## config.mk

```make
export PLATFORM = sky130hd
export DESIGN_NAME = bpmpos_front
export DESIGN_NICKNAME = d
export VERILOG_FILES = /design/src/hw/rtl/bpmpos_pkg.sv /design/src/hw/rtl/bpmpos_front.sv
export SDC_FILE = /design/constraint.sdc
export NUM_CORES = 1
export LEC_CHECK = 0
export BUFFER_PORTS_ARGS = -buffer_cell sky130_fd_sc_hd__buf_2
export CAP_MARGIN = 0
export CORE_MARGIN = 3
export CORE_UTILIZATION = 62
export DETAILED_ROUTE_END_ITERATION = 8
export PLACE_DENSITY = 0.85
export SYNTH_ARGS = -nofsm -noshare
export SYNTH_HDL_FRONTEND = slang
export SYNTH_SLANG_ARGS = --single-unit
```

## constraint.sdc

```tcl
create_clock -name vclk -period 11.5
set_input_delay 0 -clock vclk [all_inputs]
set_output_delay 0 -clock vclk [all_outputs]
set_load 0.01 [all_outputs]
```

## src/hw/rtl/bpmpos_pkg.sv

```systemverilog
// bpmpos_pkg: widths, configuration layout, register indexes and item types
// shared by every module of the stripline beam position block
// no dependencies
package bpmpos_pkg;

	// sample width of the digitizer
	localparam int ADC_BITS = 13;

	// stream payload layout
	localparam int IN_W        = 4 * ADC_BITS;
	localparam int IN_TDATA_W  = ((IN_W + 7) / 8) * 8;
	localparam int OUT_TDATA_W = 32;

	// configuration port
	localparam int CFG_IDX_W  = 3;
	localparam int CFG_DATA_W = 32;
	localparam int PED_W      = 13;

	localparam logic [CFG_IDX_W-1:0] REG_PED_XP  = 3'd0;
	localparam logic [CFG_IDX_W-1:0] REG_PED_XM  = 3'd1;
	localparam logic [CFG_IDX_W-1:0] REG_PED_YP  = 3'd2;
	localparam logic [CFG_IDX_W-1:0] REG_PED_YM  = 3'd3;
	localparam logic [CFG_IDX_W-1:0] REG_KAPPA   = 3'd4;
	localparam logic [CFG_IDX_W-1:0] REG_ATTEN_X = 3'd5;
	localparam logic [CFG_IDX_W-1:0] REG_ATTEN_Y = 3'd6;
	localparam logic [CFG_IDX_W-1:0] REG_OFFSET  = 3'd7;

	// front arithmetic widths
	localparam int SMP_W  = ADC_BITS + 1;   // pedestal-subtracted sample
	localparam int DIF_W  = ADC_BITS + 2;   // axis difference and sum
	localparam int MAG_W  = ADC_BITS + 1;   // magnitude of difference or sum
	localparam int PROD_W = 16 + MAG_W;     // kappa times difference

	// divider widths: dividend 32*prod + |sum|, padded to two bits per stage
	localparam int NUM_W      = 2 * ((PROD_W + 7) / 2);
	localparam int DEN_W      = MAG_W + 1;
	localparam int DIV_STAGES = NUM_W / 2;

	// back arithmetic widths
	localparam int XR_W  = NUM_W + 1;       // signed rotated coordinate
	localparam int SUM_W = NUM_W + 2;       // xr -/+ yr
	localparam int PA_W  = SUM_W + 17;      // times attenuation
	localparam int TC_W  = 25;              // clamped Q.12 value, saturates beyond
	localparam int MS_W  = TC_W + 17;       // times 1/sqrt(2)
	localparam int T2_W  = MS_W - 16;
	localparam int WO_W  = T2_W + 1;        // with offset applied
	localparam int TC_MAX = 2 ** (TC_W - 1) - 1;
	localparam logic [15:0] INV_SQRT2_Q16 = 16'd46341;

	// queue between front and back
	localparam int FIFO_AW    = 2;
	localparam int FIFO_DEPTH = 2 ** FIFO_AW;

	typedef struct packed {
		logic [PED_W-1:0] ped_xp;
		logic [PED_W-1:0] ped_xm;
		logic [PED_W-1:0] ped_yp;
		logic [PED_W-1:0] ped_ym;
		logic [15:0]      kappa;
		logic [15:0]      atten_x;
		logic [15:0]      atten_y;
		logic [31:0]      offset_pair;
	} cfg_t;

	localparam cfg_t CFG_RESET = '{
		ped_xp:      13'd568,
		ped_xm:      13'd518,
		ped_yp:      13'd427,
		ped_ym:      13'd448,
		kappa:       16'd4831,
		atten_x:     16'd18186,
		atten_y:     16'd17531,
		offset_pair: 32'd11337608
	};

	// one axis as classified by the front
	typedef struct packed {
		logic [PROD_W-1:0] prod;   // kappa * |plus - minus|
		logic [MAG_W-1:0]  mag;    // |plus + minus|
		logic              neg;    // quotient is negative
	} axis_item_t;

	typedef struct packed {
		axis_item_t ax;
		axis_item_t ay;
		logic       inval;
	} front_item_t;

	// one divider lane; nq shifts dividend bits out and quotient bits in
	typedef struct packed {
		logic [DEN_W-1:0] rem;
		logic [NUM_W-1:0] nq;
		logic [DEN_W-1:0] den;
		logic             neg;
	} div_lane_t;

	typedef struct packed {
		div_lane_t lx;
		div_lane_t ly;
		logic      inval;
	} div_item_t;

endpackage

```

## src/hw/rtl/bpmpos_front.sv

```systemverilog
// bpmpos_front: pedestal subtraction, difference and sum, zero-sum check
// and kappa product for each incoming sample set
// depends on bpmpos_pkg
module bpmpos_front (
	input  logic                               s_tvalid,
	output logic                               s_tready,
	input  logic [bpmpos_pkg::IN_TDATA_W-1:0]  s_tdata,
	input  bpmpos_pkg::cfg_t                   cfg,
	input  logic                               q_ready,
	output logic                               q_push,
	output bpmpos_pkg::front_item_t            q_item
);
	import bpmpos_pkg::*;

	logic signed [DIF_W-1:0] sum_x, sum_y;

	// one axis: subtract pedestals, form difference and sum magnitudes, kappa product and sign
	function automatic axis_item_t axis_calc(
		input logic [ADC_BITS-1:0] plus,
		input logic [ADC_BITS-1:0] minus,
		input logic [PED_W-1:0]    ped_p,
		input logic [PED_W-1:0]    ped_m,
		input logic [15:0]         kappa
	);
		logic signed [SMP_W-1:0] sp, sm;
		logic signed [DIF_W-1:0] dif, sum;
		logic [MAG_W-1:0]        dmag;
		axis_item_t              r;
		sp   = $signed({1'b0, plus})  - $signed({1'b0, ADC_BITS'(ped_p)});
		sm   = $signed({1'b0, minus}) - $signed({1'b0, ADC_BITS'(ped_m)});
		dif  = DIF_W'(sp) - DIF_W'(sm);
		sum  = DIF_W'(sp) + DIF_W'(sm);
		dmag = dif[DIF_W-1] ? MAG_W'(-dif) : MAG_W'(dif);
		r.mag  = sum[DIF_W-1] ? MAG_W'(-sum) : MAG_W'(sum);
		r.neg  = dif[DIF_W-1] ^ sum[DIF_W-1];
		r.prod = PROD_W'(kappa) * PROD_W'(dmag);
		return r;
	endfunction

	// axis sums for the zero check
	function automatic logic signed [DIF_W-1:0] axis_sum(
		input logic [ADC_BITS-1:0] plus,
		input logic [ADC_BITS-1:0] minus,
		input logic [PED_W-1:0]    ped_p,
		input logic [PED_W-1:0]    ped_m
	);
		logic signed [SMP_W-1:0] sp, sm;
		sp = $signed({1'b0, plus})  - $signed({1'b0, ADC_BITS'(ped_p)});
		sm = $signed({1'b0, minus}) - $signed({1'b0, ADC_BITS'(ped_m)});
		return DIF_W'(sp) + DIF_W'(sm);
	endfunction

	// classify the item
	always_comb begin
		sum_x = axis_sum(s_tdata[0*ADC_BITS +: ADC_BITS], s_tdata[1*ADC_BITS +: ADC_BITS],
			cfg.ped_xp, cfg.ped_xm);
		sum_y = axis_sum(s_tdata[2*ADC_BITS +: ADC_BITS], s_tdata[3*ADC_BITS +: ADC_BITS],
			cfg.ped_yp, cfg.ped_ym);
		q_item.ax = axis_calc(s_tdata[0*ADC_BITS +: ADC_BITS],
			s_tdata[1*ADC_BITS +: ADC_BITS], cfg.ped_xp, cfg.ped_xm, cfg.kappa);
		q_item.ay = axis_calc(s_tdata[2*ADC_BITS +: ADC_BITS],
			s_tdata[3*ADC_BITS +: ADC_BITS], cfg.ped_yp, cfg.ped_ym, cfg.kappa);
		q_item.inval = (sum_x == '0) || (sum_y == '0);
	end

	// handshake into the queue
	assign s_tready = q_ready;
	assign q_push   = s_tvalid && q_ready;

endmodule

```

==> flow_summary.yaml <==
run_status:
  outcome: "finished, final reports clean"
yosys:
  yosys.cell_types.count: 86
  yosysWarnings: 0
  yosysTopAreaCellShare: 0.325
  yosys.area.top_type: "fa_1"
  synth_area_um2: 20800
  ys_seq_area_frac: 0
  syn_inst: 2578
  syn_area_per_cell_um2: 8.07
  synthTopCellsByCount: "inv_1, nand2_1, fa_1"
  yosysMostFrequentCell: "inv_1"
  syn_nets: 3406
  synthTopCellsByArea: "fa_1, ha_1, inv_1"
detailed_routing:
  vias_per_cell: 5.74
  drtIter0Drc: 1067
  wl_mm: 50.2
  vias: 18100
  drc: 0
  ant_nets: 0
  routedWlPerCell_um: 15.9
  first_pass_iters: 5
die:
  die_w_um: 189
  die_h_um: 189
  core_area_um2: 32800
  rows: 66
  start_util: 0.635
  die_area_um2: 35800
  io_pins: 283
setup_path:
  critPathMaxFanout: 16
  worstPathRequired_ns: 11.50
  path_class: "primary input to output port"
  crit_start: "s_tdata[26]"
  critPathSlowestCell: "o41ai_1"
  startpoint_type: "primary input"
  cpMostUsedCell: "inv_1"
  max_stage_delay_ns: 0.90
  endpoint_kind: "output port"
  cp.arrival_ns: 10.46
place:
  gp_congestion: 0.881
  io_buffers: 215
  dp_hpwl_mm: 41.2
layout:
  seq_area_um2: 0
  nClkBuffers: 0
  area.growth.synth_to_final_pct: 6.67
  finalNetCount: 3547
  fill_cells: 2679
  diodes: 0
  seq_cell_count: 0
  drive_gt1_frac: 0.0975
grt:
  overflow: 0
  grtUsageTotal: 0.285
  grt_max_degree: 29
  grt_pass1_wl_mm: 87.0
  met3_usage: 0.0315
  top_usage_layer: "met2"
  grt_pass1_vias: 19500
  antenna_found_initial: 5
  met1_usage: 0.350
  grt_use_met2: 0.525
timing:
  period_minus_slack_ns: 10.46
  drv_slew: 0
  maxSlewHeadroom: 0.332
  rsz0062_at_grt: "false"
  tightestPinTransition_ns: 0.989
  hold_viol: 0
  setup_viol: 0
  finalCritPeriodShare: 0.910
  tns_ns: 0
  fmax_mhz: 95.6
worst_hold_path:
  holdPathStages: 2
  min_from: "q_ready"
  hold_class: "primary input to output port"
job:
  maxCapViolations: 0
cts:
  cts_resized: 0
  holdBufCountCts: 0
  post_cts_buffers: 0
## routing by layer
| metal | share of wire | vias up |
|---|---|---|
| met5 | 0.0012 | - |
| met4 | 0.031 | 10 |
| met3 | 0.070 | 139 |
| met2 | 0.51 | 698 |
| met1 | 0.39 | 8840 |
| li1 | - | 8450 |
## metrics by stage
stage / setup WS, ns / instances / hold slack [ns] / cell area, um2 / utilization
2_1_floorplan: 2.29 / 2578 / 0.0918 / 20800 / -
3_3_place_gp: 1.47 / 3159 / 0.195 / 22200 / 0.677
3_5_place_dp: 1.14 / 3159 / 0.196 / 22200 / 0.677
4_1_cts: 1.12 / 3159 / 0.196 / 22200 / 0.677
5_1_grt: 0.291 / 3159 / 0.215 / 22200 / 0.677
6_report: 1.04 / 3159 / 0.195 / 22200 / 0.677
## layout make-up
type	count	area [um2]	share of cell area
multi-input combinational	2003	18600	0.838
tap	442	553	0.0249
timing repair buffer	240	1260	0.0569
inverter	474	1780	0.0801
## final timing paths
path	to	slack [ns]
worst max-delay path	q_item[43]	1.04
worst min-delay path	s_tready	0.19
## kinds of logic after synthesis
logic type,after synthesis,share of synthesized area
compound gates,352,0.116
mux,5,0.00240
simple gates,824,0.192
xor+xnor,184,0.0784
fa+ha+maj,638,0.505
buf+inv,575,0.106
## worst max-delay path, delay by kind of cell
kind / cells / cell delay (ns)
AOI/OAI and AO/OA: 16 / 4.30
xor gates and xnor gates: 2 / 0.27
adders and majority gates: 10 / 4.08
buffers and inverters: 11 / 0.97
muxes: 1 / 0.22
and+or+nand+nor: 5 / 0.57
## placed cells by master (no fill, tap or decap), drive strengths merged, types with 8 or more instances in the layout
master,netlist,final
nand4,11,11
o21bai,14,14
and3,15,15
nor2b,77,77
xor2,59,59
ha,300,300
o31ai,13,13
o41ai,8,8
o21a,22,22
or3,11,11
inv,472,472
buf,29,240
nor2,114,114
a21o,41,41
nor3,42,42
o21ai,59,59
nand2b,19,19
a2111oi,8,8
fa,338,338
and2,136,136
a31oi,10,10
xnor2,124,124
nand3,27,27
a21oi,98,98
nand2,340,340
Power is not shown: default switching activity piles up to over one toggle a cycle in this logic, so the estimate is an artifact.
