$ cat src/hw/rtl/bpmpos_pkg.sv
// bpmpos_pkg: widths, configuration layout, register indexes and item types
// shared by every module of the stripline beam position block
// no dependencies
package bpmpos_pkg;

	// sample width of the digitizer
	localparam int ADC_BITS = 13;

	// stream payload layout
	localparam int IN_W        = 4 * ADC_BITS;
	localparam int IN_TDATA_W  = ((IN_W + 7) / 8) * 8;
	localparam int OUT_TDATA_W = 32;

	// configuration port
	localparam int CFG_IDX_W  = 3;
	localparam int CFG_DATA_W = 32;
	localparam int PED_W      = 13;

	localparam logic [CFG_IDX_W-1:0] REG_PED_XP  = 3'd0;
	localparam logic [CFG_IDX_W-1:0] REG_PED_XM  = 3'd1;
	localparam logic [CFG_IDX_W-1:0] REG_PED_YP  = 3'd2;
	localparam logic [CFG_IDX_W-1:0] REG_PED_YM  = 3'd3;
	localparam logic [CFG_IDX_W-1:0] REG_KAPPA   = 3'd4;
	localparam logic [CFG_IDX_W-1:0] REG_ATTEN_X = 3'd5;
	localparam logic [CFG_IDX_W-1:0] REG_ATTEN_Y = 3'd6;
	localparam logic [CFG_IDX_W-1:0] REG_OFFSET  = 3'd7;

	// front arithmetic widths
	localparam int SMP_W  = ADC_BITS + 1;   // pedestal-subtracted sample
	localparam int DIF_W  = ADC_BITS + 2;   // axis difference and sum
	localparam int MAG_W  = ADC_BITS + 1;   // magnitude of difference or sum
	localparam int PROD_W = 16 + MAG_W;     // kappa times difference

	// divider widths: dividend 32*prod + |sum|, padded to two bits per stage
	localparam int NUM_W      = 2 * ((PROD_W + 7) / 2);
	localparam int DEN_W      = MAG_W + 1;
	localparam int DIV_STAGES = NUM_W / 2;

	// back arithmetic widths
	localparam int XR_W  = NUM_W + 1;       // signed rotated coordinate
	localparam int SUM_W = NUM_W + 2;       // xr -/+ yr
	localparam int PA_W  = SUM_W + 17;      // times attenuation
	localparam int TC_W  = 25;              // clamped Q.12 value, saturates beyond
	localparam int MS_W  = TC_W + 17;       // times 1/sqrt(2)
	localparam int T2_W  = MS_W - 16;
	localparam int WO_W  = T2_W + 1;        // with offset applied
	localparam int TC_MAX = 2 ** (TC_W - 1) - 1;
	localparam logic [15:0] INV_SQRT2_Q16 = 16'd46341;

	// queue between front and back
	localparam int FIFO_AW    = 2;
	localparam int FIFO_DEPTH = 2 ** FIFO_AW;

	typedef struct packed {
		logic [PED_W-1:0] ped_xp;
		logic [PED_W-1:0] ped_xm;
		logic [PED_W-1:0] ped_yp;
		logic [PED_W-1:0] ped_ym;
		logic [15:0]      kappa;
		logic [15:0]      atten_x;
		logic [15:0]      atten_y;
		logic [31:0]      offset_pair;
	} cfg_t;

	localparam cfg_t CFG_RESET = '{
		ped_xp:      13'd568,
		ped_xm:      13'd518,
		ped_yp:      13'd427,
		ped_ym:      13'd448,
		kappa:       16'd4831,
		atten_x:     16'd18186,
		atten_y:     16'd17531,
		offset_pair: 32'd11337608
	};

	// one axis as classified by the front
	typedef struct packed {
		logic [PROD_W-1:0] prod;   // kappa * |plus - minus|
		logic [MAG_W-1:0]  mag;    // |plus + minus|
		logic              neg;    // quotient is negative
	} axis_item_t;

	typedef struct packed {
		axis_item_t ax;
		axis_item_t ay;
		logic       inval;
	} front_item_t;

	// one divider lane; nq shifts dividend bits out and quotient bits in
	typedef struct packed {
		logic [DEN_W-1:0] rem;
		logic [NUM_W-1:0] nq;
		logic [DEN_W-1:0] den;
		logic             neg;
	} div_lane_t;

	typedef struct packed {
		div_lane_t lx;
		div_lane_t ly;
		logic      inval;
	} div_item_t;

endpackage

$ cat src/hw/rtl/bpmpos_fifo.sv
// bpmpos_fifo: short register queue between the front and the back
// depends on bpmpos_pkg
module bpmpos_fifo (
	input  logic                     clk,
	input  logic                     arst_n,
	input  logic                     wr_valid,
	output logic                     wr_ready,
	input  bpmpos_pkg::front_item_t  wr_item,
	input  logic                     rd_en,
	output logic                     rd_valid,
	output bpmpos_pkg::front_item_t  rd_item
);
	import bpmpos_pkg::*;

	front_item_t          mem_q [FIFO_DEPTH];
	logic [FIFO_AW-1:0]   wr_ptr_q, rd_ptr_q;
	logic [FIFO_AW:0]     count_q;
	logic                 push, pop;

	assign wr_ready = (count_q != FIFO_AW'(0) + (FIFO_AW+1)'(FIFO_DEPTH));
	assign rd_valid = (count_q != '0);
	assign push     = wr_valid && wr_ready;
	assign pop      = rd_en && rd_valid;
	assign rd_item  = mem_q[rd_ptr_q];

	// pointers and fill count
	always_ff @(posedge clk or negedge arst_n) begin
		if (!arst_n) begin
			wr_ptr_q <= '0;
			rd_ptr_q <= '0;
			count_q  <= '0;
		end else begin
			if (push) wr_ptr_q <= wr_ptr_q + 1'b1;
			if (pop)  rd_ptr_q <= rd_ptr_q + 1'b1;
			if (push && !pop)      count_q <= count_q + 1'b1;
			else if (pop && !push) count_q <= count_q - 1'b1;
		end
	end

	// storage
	always_ff @(posedge clk) begin
		if (push) mem_q[wr_ptr_q] <= wr_item;
	end

	a_count_range: assert property (@(posedge clk) disable iff (!arst_n)
		count_q <= (FIFO_AW+1)'(FIFO_DEPTH))
		else $error("queue fill count beyond depth");
	a_count_up: assert property (@(posedge clk) disable iff (!arst_n)
		push && !pop |=> count_q == $past(count_q) + 1'b1)
		else $error("queue count did not follow a lone write");

endmodule

$ cat config.mk
export PLATFORM = sky130hd
export DESIGN_NAME = bpmpos_fifo
export DESIGN_NICKNAME = d
export VERILOG_FILES = /design/src/hw/rtl/bpmpos_pkg.sv /design/src/hw/rtl/bpmpos_fifo.sv
export SDC_FILE = /design/constraint.sdc
export NUM_CORES = 1
export LEC_CHECK = 0
export ABC_AREA = 1
export BUFFER_PORTS_ARGS = -buffer_cell sky130_fd_sc_hd__buf_2
export CORE_MARGIN = 1.5
export CORE_UTILIZATION = 52
export CTS_CLUSTER_DIAMETER = 30
export DETAILED_ROUTE_END_ITERATION = 10
export GPL_TIMING_DRIVEN = 0
export PLACE_DENSITY = 0.84
export SLEW_MARGIN = 25
export SYNTH_ARGS = -nofsm -noshare
export SYNTH_HDL_FRONTEND = slang
export SYNTH_SLANG_ARGS = --single-unit
$ cat constraint.sdc
create_clock -name clk -period 15.26 [get_ports clk]
set_input_delay 0.763 -clock clk [delete_from_list [all_inputs] [get_ports clk]]
set_output_delay 0.763 -clock clk [all_outputs]
set_load 0.05 [all_outputs]
==> results of run 1 <==
## cells in the mapped netlist (all sizes together)
cell | number | area share (%)
clkbuf | 4 | 0.23
inv | 198 | 5.0
edfxtp | 364 | 73
buf | 56 | 3.4
o211ai | 182 | 9.1
xnor2 | 1 | 0.058
nand2 | 290 | 7.3
dfrtp | 7 | 1.2
ha | 5 | 0.42
nand3 | 7 | 0.23
nor2 | 4 | 0.10
o21ai | 1 | 0.033
fa | 1 | 0.13
nand4 | 1 | 0.042
## power groups by stage
stage / Sequential, mW / Clock (mW) / Combinational, mW
CTS: 1.39 / 1.50 / 1.97
finish: 1.39 / 1.48 / 1.95
floorplan: 1.42 / 0 / 1.37
detailed placement: 1.41 / 0 / 1.95
global route: 1.40 / 1.56 / 2.08
global placement: 1.45 / 0 / 1.83
## worst register-to-register path, delay by kind of cell, from the launching register on
kind                   cells  cell delay, ns
AND/OR/NAND/NOR            3            1.00
buffers and inverters      4            0.73
flip-flops                 1            0.42
## through the flow
stage          utilization [%]  cell area [um2]
2_1_floorplan                -            15000
3_3_place_gp              57.5            16400
3_5_place_dp              59.3            16900
4_1_cts                   67.5            19300
5_1_grt                   67.5            19300
6_report                  67.6            19300
## area by class of cell
cell class | instances | area, um2 | area share [%]
Antenna cell | 4 | 10.0 | 0.0519
Tap cell | 384 | 480 | 2.49
Multi-Input combinational cell | 492 | 2640 | 13.7
Timing Repair Buffer | 205 | 1400 | 7.27
Clock inverter | 50 | 527 | 2.73
Buffer | 60 | 547 | 2.84
Sequential cell | 371 | 11100 | 57.6
Clock buffer | 81 | 1830 | 9.51
Inverter | 198 | 743 | 3.85
## kinds of logic (layout without fill, tap and decap cells)
family,count (synthesis),in the layout
fa+ha+maj,6,6
buf+inv,258,594
flops,371,371
compound gates,183,183
xor+xnor,1,1
other cells,0,4
simple gates,302,302
## worst paths after layout
| check | end | slack (ns) | cells past startpoint |
|---|---|---|---|
| worst min register to register | count_q[2] | 0.53 | 2 |
| min in group clk | mem_q[3][80] | 0.40 | 1 |
| worst max register to register | mem_q[2][22] | 12.80 | 7 |
| worst max-delay path | rd_item[84] | 12.34 | 6 |
| worst min-delay path | rd_ptr_q[0] | 0.02 | 1 |
| max in group asynchronous | count_q[1] | 15.06 | 1 |
## state kept, by name, indices dropped and copies added (netlist names)
| signal | flops |
|---|---|
| count_q | 3 |
| mem_q | 364 |
| rd_ptr_q | 2 |
| wr_ptr_q | 2 |
## routing by layer
layer	up-vias	share of wire [%]	GRT usage, %
met4	6	2.4	8.55
met2	434	50	39.7
met5	-	0.095	0
li1	4517	-	-
met3	77	8.6	6.44
met1	4600	39	29.1
==> impl_metrics.tcl, run 1 <==
set metrics [dict create \
    status "complete, no violations" \
    postRouteAntennaNets 0 \
    synthXorXnorAreaFrac_pct 0.0584 \
    syn_inst 1121 \
    power_frac_comb_pct 40.5 \
    ctsLongestPathBuffers 3 \
    crit_fanout 10 \
    synth_seq_cells 371 \
    initial_core_util_pct 52.6 \
    required_ns 14.50 \
    crit_path_frequent_cell "buf_2" \
    max_cap_viol_count 0 \
    layout_common_cells "edfxtp_1, nand2_1, buf_2" \
    synthMuxAreaShare_pct 0 \
    yosysSeqAreaShare_pct 74.0 \
    synth_compound_area_share_pct 9.14 \
    wl_um 34800 \
    vias 9634 \
    dieArea_mm2 0.0299 \
    synth-simple-area-share_pct 7.63 \
    p_per_area_mw_per_mm2 250 \
    fill_cells 1955 \
    end_kind "output port" \
    clock-sinks 371 \
    startpoint "rd_ptr_q[1]" \
    r2r-start "count_q[0]" \
    viasPerCell 5.22 \
    synth_fa_ha_area_share_pct 0.550 \
    area_delta_synth_final_pct 28.5 \
    gp_congestion 0.778 \
    cts-root-buf "clkbuf_16" \
    setup_viol 0 \
    crit_path_start_kind "flip-flop" \
    cts_setup_buffers 0 \
    critical-path-max-stage-delay_ns 0.37 \
    wl_per_cell_um 18.8 \
    p_int_mw 2.81 \
    numCtsBuffers 71 \
    arrival_ns 2.15 \
    final_layout_size_suffix_gt1_share_pct 26.3 \
    fin_crit_sh_pct 19.1 \
    coreArea_mm2 0.0285 \
    syn_avg_cell_area_um2 13.4 \
    fin_ws_ns 12.34 \
    io_pins 188 \
    period_minus_slack_ns 2.92 \
    grt_max_degree 23 \
    grt_overflow 0 \
    die_w_um 173 \
    hold_ws_ns 0.0219 \
    drc 0 \
    layout.cells.non_filler 1845 \
    crit_family "buffers and inverters" \
    tns_ns 0 \
    yosysWarnings 0 \
    clkPwrFrac_pct 30.8 \
    grt_pass1_wl_um 53200 \
    finalHoldViolCount 0 \
    fmax_ghz 0.343 \
    final_common_cell "edfxtp_1" \
    total_power_mw 4.83 \
    track_usage_pct 23.5 \
    cp_cell_sequence "inv_1, buf_2, buf_2, o211ai_1, nand2_1, buf_2" \
    die_h_um 173 \
    peakVddDrop_uv 212 \
    crit_slowest_cell "dfrtp_1" \
    dp_hpwl_um 22100 \
    p_sw_share_pct 41.7 \
    hp-class "in2async" \
    cts_tree "yes" \
    clk-insertion-delay-late_ns 0.57 \
    rsz0062_at_grt "false" \
    tightest_slew_ns 0.652 \
    crit_type "reg2out" \
    critPathBufInv 4 \
    syn-cell-area_mm2 0.0150 \
    rows 62 \
    p_leak_nw 7.95 \
    antenna_found_initial 7 \
    syn_nets 1222 \
    switchingPower_mw 2.01 \
    slew_headroom_pct 56.4 \
    dr.first_iter.drc_count 840 \
    cts.clk_slew.worst_paths_ns 0.05 \
    slew_violations 0 \
    dr.pass1.iters 5 \
    dp_cells 1710 \
    synth_top_family_by_area "compound AO/OA/AOI/OAI gates" \
    hold_buffers 0 \
    synth_cell_type_count 17 \
    fin_nets 1500 \
    seqPwrFrac_pct 28.8 \
    htree_levels 3 \
    grt_pass1_vias 9926 \
    numPortBuffers 187 \
    dpl_worst_slack_ns 12.64 \
    cts_resized 0 \
    fin_skew_ns 0.0243 \
]
(Power assumes the default switching activity.)
==> run 2: changes to the inputs <==
Settings changed: PLACE_DENSITY 0.84 to 0.87.
Clock period 15.26 ns to 2.5 ns, I/O delays scaled along.
==> impl_metrics.tcl, run 2 (synthesis results as in run 1) <==
set metrics [dict create \
    status "complete, no violations" \
    crit_path_frequent_cell "buf_2" \
    finalHoldViolCount 0 \
    dr.first_iter.drc_count 844 \
    p_per_area_mw_per_mm2 1490 \
    r2r_cells 10 \
    hold_ws_ns 0.329 \
    p_leak_nw 8.39 \
    crit_path_start_kind "flip-flop" \
    clk-insertion-delay-late_ns 0.55 \
    numPortBuffers 187 \
    fin_crit_sh_pct 93.9 \
    drc 0 \
    peakVddDrop_uv 1090 \
    vias 10187 \
    io_pins 188 \
    initial_core_util_pct 52.6 \
    fin_util_pct 71.1 \
    end_kind "output port" \
    final_layout_size_suffix_gt1_share_pct 25.1 \
    dp_hpwl_um 22000 \
    coreArea_mm2 0.0285 \
    largest_register_ffs 364 \
    dieArea_mm2 0.0299 \
    critical-path-max-stage-delay_ns 0.39 \
    finalInstanceArea_mm2 0.0203 \
    hp-class "in2reg" \
    slew_violations 0 \
    max_cap_viol_count 0 \
    required_ns 2.38 \
    critPathBufInv 4 \
    setup_viol 0 \
    grt_pass1_vias 10811 \
    die_w_um 173 \
    slew_headroom_pct 53.5 \
    cts.clk_slew.worst_paths_ns 0.05 \
    tightest_slew_ns 0.697 \
    layout_common_cells "edfxtp_1, nand2_1, buf_2" \
    crit_slowest_cell "dfrtp_1" \
    fin_skew_ns 0.0142 \
    top_register "mem_q" \
    crit_type "reg2out" \
    layout.cells.non_filler 1936 \
    area_delta_synth_final_pct 35.4 \
    track_usage_pct 25.5 \
    reg_top3 "mem_q (364), count_q (3)" \
    grt_overflow 0 \
    grt_pass1_wl_um 58600 \
    dr.pass1.iters 5 \
    period_minus_slack_ns 2.35 \
    fill_cells 1780 \
    cts_setup_buffers 0 \
    cts_resized 0 \
    wl_um 37700 \
    ctsLongestPathBuffers 3 \
    r2r_slack_ns 0.25 \
    rows 62 \
    grt_max_degree 23 \
    cts_tree "yes" \
    die_h_um 173 \
    gp_congestion 0.769 \
    placedInstanceArea_mm2 0.0169 \
    min-delay-start "wr_item[42]" \
    rsz0062_at_grt "false" \
    fmax_ghz 0.426 \
    min_to "mem_q[0][42]" \
    crit_fanout 10 \
    cts-root-buf "clkbuf_16" \
    total_power_mw 30.2 \
    numCtsBuffers 70 \
    crit_family "buffers and inverters" \
    dp_cells 1711 \
    arrival_ns 2.22 \
    clock-sinks 371 \
    wl_per_cell_um 19.5 \
    hold_depth 2 \
    antenna_found_initial 1 \
    postRouteAntennaNets 0 \
    final_common_cell "edfxtp_1" \
    r2r-start "count_q[2]" \
    cp_cell_sequence "inv_1, buf_2, buf_2, o211ai_1, nand2_1, buf_2" \
    rr_endpoint "count_q[2]" \
    htree_levels 3 \
    viasPerCell 5.26 \
    fin_nets 1595 \
]
==> run 2: how the worst max path moves through the flow <==
stage | end | start | slack, ns | depth (start not counted)
detailed placement | mem_q[1][2] | count_q[0] | 0.38 | 7
global route | rd_item[57] | rd_ptr_q[1] | 0.01 | 6
CTS | rd_item[67] | rd_ptr_q[1] | 0.12 | 6
floorplan | mem_q[0][0] | count_q[0] | -0.05 | 4
global placement | mem_q[0][16] | count_q[0] | -0.99 | 4
finish | rd_item[50] | rd_ptr_q[1] | 0.15 | 6
==> run 2: metal layers <==
layer	up-vias	part of all wire, %	track usage (%)
met3	74	8.2	7.17
met2	460	51	44.3
met4	0	2.1	8.62
met1	4951	39	30.6
li1	4702	-	-
met5	-	0	0
==> run 2: through the flow <==
step	setup TNS (ns)	setup slack [ns]
after floorplan	-10.88	-0.0456
after global placement	-347.21	-0.988
after detailed placement	0	0.378
after CTS	0	0.120
after global routing	0	0.0117
final	0	0.153
==> run 2: area by class of cell <==
type                    instances  area (um2)  area share [%]
clock inverters                51         576            2.83
multi-input cells             492        2670            13.1
well taps                     384         480            2.37
flip-flops and latches        371       11100            54.7
diodes                          1        2.50          0.0123
repair buffers                301        2350            11.6
inverters                     198         743            3.66
clock buffers                  78        1830            9.03
plain buffers                  60         547            2.69
==> run 2: power by group <==
part / switching (mW) / internal, mW / leakage (nW)
clock network: 3.24 / 6.21 / 1.18
registers: 0.322 / 8.18 / 3.42
logic: 8.98 / 3.23 / 3.80
==> run 2: repair_timing <==
| action | CTS | global route |
|---|---|---|
| endpoints found under the setup margin | 0 | 0 |
| hold endpoints to repair | 375 | 0 |
| hold buffers | 95 | 0 |
==> run 2: worst reg2reg max path, cell delays in order, from the launching register on <==
cell	delay, ns
dfrtp_1	0.42
inv_1	0.14
nand3_1	0.24
nand2_1	0.18
ha_1	0.20
inv_1	0.09
fa_1	0.42
nand2_1	0.16
nand3_1	0.13
nand2_1	0.09
nand2_1	0.06
